## src/ecbb_fifo.sv

```systemverilog
// Small synchronous queue used on both sides of the blur engine.
module ecbb_fifo #(
  parameter int DATA_W = 9,
  parameter int DEPTH  = 2
) (
  input  logic              clk,
  input  logic              rst_n,
  input  logic              push,
  input  logic [DATA_W-1:0] wdata,
  output logic              full,
  input  logic              pop,
  output logic              empty,
  output logic [DATA_W-1:0] rdata
);

  localparam int PTR_W = (DEPTH > 1) ? $clog2(DEPTH) : 1;
  localparam int CNT_W = $clog2(DEPTH + 1);

  logic [DATA_W-1:0] mem_r [DEPTH];
  logic [PTR_W-1:0]  wr_ptr_r, rd_ptr_r;
  logic [CNT_W-1:0]  cnt_r;
  logic              do_push, do_pop;

  assign full    = (cnt_r == CNT_W'(DEPTH));
  assign empty   = (cnt_r == '0);
  assign do_push = push && !full;
  assign do_pop  = pop && !empty;
  assign rdata   = mem_r[rd_ptr_r];

  always_ff @(posedge clk) begin
    if (do_push) begin
      mem_r[wr_ptr_r] <= wdata;
    end
  end

  always_ff @(posedge clk) begin
    if (!rst_n) begin
      wr_ptr_r <= '0;
      rd_ptr_r <= '0;
      cnt_r    <= '0;
    end else begin
      if (do_push) begin
        wr_ptr_r <= (wr_ptr_r == PTR_W'(DEPTH - 1)) ? '0 : wr_ptr_r + 1'b1;
      end
      if (do_pop) begin
        rd_ptr_r <= (rd_ptr_r == PTR_W'(DEPTH - 1)) ? '0 : rd_ptr_r + 1'b1;
      end
      if (do_push && !do_pop) begin
        cnt_r <= cnt_r + 1'b1;
      end else if (do_pop && !do_push) begin
        cnt_r <= cnt_r - 1'b1;
      end
    end
  end

endmodule

```

## config.mk

```make
export PLATFORM = sky130hd
export DESIGN_NAME = ecbb_fifo
export DESIGN_NICKNAME = d
export VERILOG_FILES = /design/src/ecbb_fifo.sv
export SDC_FILE = /design/constraint.sdc
export NUM_CORES = 1
export LEC_CHECK = 0
export ABC_AREA = 1
export BUFFER_PORTS_ARGS = -buffer_cell sky130_fd_sc_hd__buf_4
export CAP_MARGIN = 40
export CELL_PAD_IN_SITES_DETAIL_PLACEMENT = 1
export CELL_PAD_IN_SITES_GLOBAL_PLACEMENT = 1
export CORE_MARGIN = 2
export CORE_UTILIZATION = 42
export CTS_CLUSTER_SIZE = 12
export DETAILED_ROUTE_END_ITERATION = 12
export PLACE_DENSITY_LB_ADDON = 0.1
export SLEW_MARGIN = 20
export SYNTH_ARGS = -nofsm -noshare
export SYNTH_HDL_FRONTEND = slang
export SYNTH_SLANG_ARGS = --single-unit
```

## constraint.sdc

```tcl
create_clock -name clk -period 2.6 [get_ports clk]
set_clock_uncertainty 0.15 [all_clocks]
set_input_delay 0.52 -clock clk [delete_from_list [all_inputs] [get_ports clk]]
set_output_delay 0.52 -clock clk [all_outputs]
set_load 0.005 [all_outputs]
```

==> flow_metrics.tcl, run 1 <==
set metrics [dict create \
    status "finished clean" \
    synth_cell_type_count 15 \
    yosys_warnings 0 \
    synth_area_leaders "edfxtp_1, mux2_2, dfxtp_1" \
    post_cts.repair.setup_buffers 0 \
    drive_above_1_share_pct 42.6 \
    synth_compound_area_share_pct 2.66 \
    synth_edf_count 18 \
    slew_violations 0 \
    dp.cells 117 \
    ff2ff_setup_slack_ps 960 \
    grt_pass1_wl_um 2640 \
    crit_path_cell_trace "mux2_2, buf_4" \
    fin_setup_tns_ps 0 \
    grt_usage_pct 14.2 \
    critPathTopFamily "flip-flops" \
    p_leak_nw 0.468 \
    ctsResizeCount 0 \
    cts_tree "yes" \
    grt_max_degree 13 \
    synth_top_area_share_pct 60.4 \
    cts-root-buf "clkbuf_4" \
    synthesis.nets 80 \
    drc 0 \
    grt-ovfl-total 0 \
    start_util_pct 45.1 \
    vias 574 \
    synth_top_area_cell "edfxtp_1" \
    synth_mux_area_share_pct 11.3 \
    relSlewSlack_pct 72.9 \
    core_area_um2 1980 \
    clk_pin_slew_worst_paths_ps 120 \
    ios 24 \
    first_pass_iters 4 \
    diodes 0 \
    synth_common_cells "edfxtp_1, nor2_1, mux2_2, inv_1, nand2_1" \
    syn-instance-count 66 \
    final_cell_count_no_fill 121 \
    power_mw 0.982 \
    totalWireLength_um 1540 \
    viasPerCell 4.74 \
    hold_violations 0 \
    postSynthAreaPerCell_um2 13.6 \
    end_kind "output port" \
    yosysSeqAreaShare_pct 71.6 \
    antenna_found_initial 0 \
    drv_cap 0 \
    fin_nets 109 \
    path_buf_inv 1 \
    start_kind "flop" \
    powerDensity_nw_per_um2 864 \
    dieHeight_um 50.2 \
    rows 16 \
    clock_path_buffers 2 \
    cts_max_level 1 \
    stdcell_area_um2 1140 \
    io_buffers 23 \
    slowest_stage "dfxtp_1" \
    crit_fanout 9 \
    slowest_delay_ps 590 \
    cts_sinks 23 \
    synth-simple-area-share_pct 8.67 \
    cp.arrival_ps 1400 \
    layout_min_cycle_time_ps 2070 \
    area_growth_pct 27.1 \
    synth_top_family_by_area "multiplexers" \
    critPathRequiredTime_ps 1930 \
    placed_cell_area_um2 1110 \
    numCtsBuffers 3 \
    synth_flop_cell "edfxtp_1" \
    fin_util_pct 57.4 \
    max-vdd-ir-drop_v 0.000478 \
    post_drt_wl_per_cell_um 12.7 \
    syn_area_um2 895 \
    dp_hpwl_um 1190 \
    fill_cells 217 \
    finalSetupViolCount 0 \
    path_class "flop to output port" \
    place.gp.congestion 0.665 \
    die-area_um2 2520 \
    synthArstFlopShare_pct 0 \
    holdBufCountCts 0 \
    synthAdderAreaFrac_pct 1.40 \
    hp-class "primary input to flop" \
    clock_latency_ps 290 \
    postRouteAntennaNets 0 \
    fp.dieW_um 50.2 \
    dr.first_iter.drc_count 7 \
    synthXorXnorAreaFrac_pct 0 \
    synth.most_common_cell "edfxtp_1" \
    synth-seq-cells 23 \
    tightest_slew_ps 406 \
    fmax_mhz 482 \
    timing.final.crit_share_pct 79.7 \
    rsz0062_at_grt "no" \
    grt_pass1_vias 609 \
]
-- metal layers --
layer | GRT usage [%] | share of wire (%)
met1 | 18.3 | 41
met2 | 23.0 | 53
met3 | 3.57 | 4.5
met4 | 5.56 | 0.71
met5 | 0 | 0
-- layout by cell type (no fill, tap or decap), drive strengths merged --
cell type  count
nand4          1
nand3          1
nand2          6
clkbuf         4
ha             1
buf           25
nor2          11
o21ai          3
edfxtp        18
a21oi          1
mux2           9
inv            9
dfxtp          5
-- worst register-to-register path: stages (launching register included) --
cell and delay (ps):
dfxtp_1 400, inv_1 100, o21ai_2 190, inv_1 90
ha_1 330, inv_1 90, nand3_1 90, nand2_1 60
inv_1 40, nor2_1 80
-- metrics by stage --
step	worst slack [ps]	hold slack (ps)
after floorplan	1080	317
after global routing	418	219
after global placement	841	330
after detailed placement	829	349
final	527	244
after CTS	470	235
-- layout make-up --
type / count / area [um2] / area share, %
clock buffers: 4 / 26.3 / 2.31
inverters: 9 / 33.8 / 2.97
multi-input cells: 33 / 215 / 18.9
flip-flops and latches: 23 / 641 / 56.3
well taps: 27 / 33.8 / 2.97
repair buffers: 25 / 188 / 16.5
-- state kept, by name, summed over array words and instances, names as in the netlist, named ones only --
register  cells
mem_r        18
wr_ptr_r      1
rd_ptr_r      1
cnt_r         2
-- cells by family after synthesis --
| kind of cell | Yosys count |
|---|---|
| and+or+nand+nor | 19 |
| muxes | 9 |
| buffers and inverters | 10 |
| adders and majority gates | 1 |
| AOI/OAI and AO/OA | 4 |
| DFF | 23 |
-- power breakdown --
part	internal, mW	total (mW)	switching, mW
sequential	0.468	0.513	0.0446
clock	0.0597	0.158	0.0978
combinational	0.167	0.312	0.144
total	0.695	0.982	0.287
-- worst paths after layout --
kind | startpoint | end | cells after the start
min reg2reg | rd_ptr_r | rd_ptr_r | 2
max reg2reg | cnt_r[1] | cnt_r[1] | 9
max | flop | rdata[2] | 2
min | wdata[8] | mem_r[1][8] | 1
Note: power is estimated with default switching activity, not from simulation.
==> run 2, diff against run 1 <==
--- a/config.mk
+++ b/config.mk
@@ -11,7 +11,7 @@
 export CELL_PAD_IN_SITES_DETAIL_PLACEMENT = 1
 export CELL_PAD_IN_SITES_GLOBAL_PLACEMENT = 1
 export CORE_MARGIN = 2
-export CORE_UTILIZATION = 42
+export CORE_UTILIZATION = 35
 export CTS_CLUSTER_SIZE = 12
 export DETAILED_ROUTE_END_ITERATION = 12
 export PLACE_DENSITY_LB_ADDON = 0.1
==> constraint.sdc (replaced) <==
create_clock -name clk -period 1.7 [get_ports clk]
set_clock_uncertainty 0.15 [all_clocks]
set_input_delay 0.34 -clock clk [delete_from_list [all_inputs] [get_ports clk]]
set_output_delay 0.34 -clock clk [all_outputs]
set_load 0.005 [all_outputs]
==> flow_metrics.tcl, run 2 (synthesis gave the netlist of run 1 again) <==
set metrics [dict create \
    area_growth_pct 40.6 \
    clock_latency_ps 300 \
    post_drt_wl_per_cell_um 12.7 \
    hold_violations 0 \
    die-area_um2 2980 \
    place.gp.congestion 0.705 \
    p_leak_nw 0.536 \
    finalSetupViolCount 5 \
    biggestRegsByFlops "mem_r x18, cnt_r x2" \
    path_class "flop to output port" \
    drc 0 \
    power_mw 1.67 \
    whs_ps 64.6 \
    ios 24 \
    antenna_found_initial 0 \
    grt_pass1_wl_um 2600 \
    stdcell_area_um2 1260 \
    fmax_mhz 578 \
    slew_violations 0 \
    r2r-start "cnt_r[1]" \
    cp.arrival_ps 1240 \
    start_kind "flop" \
    postRouteAntennaNets 0 \
    io_buffers 23 \
    totalWireLength_um 1630 \
    timing.final.crit_share_pct 102 \
    clk_pin_slew_worst_paths_ps 120 \
    first_pass_iters 3 \
    crit_fanout 5 \
    ff2ff_setup_slack_ps 160 \
    clock_path_buffers 2 \
    drive_above_1_share_pct 48.0 \
    viasPerCell 4.66 \
    layout_min_cycle_time_ps 1730 \
    fp.dieW_um 54.6 \
    tightest_slew_ps 178 \
    grt_usage_pct 13.1 \
    max-vdd-ir-drop_v 0.000681 \
    rsz0062_at_grt "yes" \
    diodes 0 \
    grt_pass1_vias 596 \
    grt_max_degree 13 \
    dp.cells 123 \
    dr.first_iter.drc_count 7 \
    largest_register_ffs 18 \
    place_ws_ps 126 \
    end_kind "output port" \
    fin_setup_tns_ps -97.0 \
    numCtsBuffers 3 \
    status "complete, but fails checks" \
    cts-root-buf "clkbuf_4" \
    drv_cap 0 \
    hp-class "primary input to flop" \
    vias 596 \
    relSlewSlack_pct 88.1 \
    worst_slack_ps -28.9 \
    post_cts.repair.setup_buffers 0 \
    fin_util_pct 51.2 \
    dp_hpwl_um 1200 \
    final_cell_count_no_fill 128 \
    powerDensity_nw_per_um2 1330 \
    cts_tree "yes" \
    core_area_um2 2450 \
    hold_start "wdata[8]" \
    fill_cells 265 \
    holdBufCountCts 0 \
    critPathRequiredTime_ps 1210 \
    start_util_pct 36.4 \
    grt-ovfl-total 0 \
    cts_max_level 1 \
    dieHeight_um 54.6 \
    fin_nets 113 \
    rows 18 \
    placed_cell_area_um2 1140 \
    top_register "mem_r" \
    final_cell_mix "buf_4, edfxtp_1, buf_6" \
    failed_checks "setup timing" \
    cts_sinks 23 \
]
==> run 2: cell types whose count changed in the layout (fill, tap and decap cells not counted), sizes merged <==
cell and delta:
buf +4
==> run 2: path summary, 6_finish.rpt <==
check,endpoint,cells after the start
max,rdata[7],3
min,mem_r[1][8],1
max reg2reg,cnt_r[1],9
min reg2reg,cnt_r[0],2
==> run 2: what timing repair did <==
item                       in CTS  in global routing
hold endpoints to repair        0                  0
pin swaps                       0                  0
cloned                          1                  0
setup endpoints to repair       9                 10
gates resized for setup        22                  3
==> run 2: power breakdown <==
group	leakage [nW]	internal (mW)	switching (mW)
Combinational	0.310	0.368	0.274
Clock	0.0150	0.0914	0.156
Sequential	0.210	0.723	0.0540
==> run 2: layout make-up <==
class / count / area, um2 / area share [%]
sequential: 23 / 644 / 51.2
timing repair buffer: 29 / 259 / 20.6
multi-input combinational: 33 / 256 / 20.4
tap: 30 / 37.5 / 2.99
inverter: 9 / 33.8 / 2.69
clock buffer: 4 / 26.3 / 2.09
==> run 2: critical path, cell delays in order, from the launching register on <==
cell	delay (ps)
dfxtp_2	370
buf_6	140
mux2_4	310
buf_6	120
==> run 2: layer usage <==
layer	GRT usage (%)	routed length, um	part of all wire [%]
met4	6.25	12	0.74
met2	22.5	852	52
met3	4.10	53	3.3
met1	14.7	710	44
met5	0	0	0
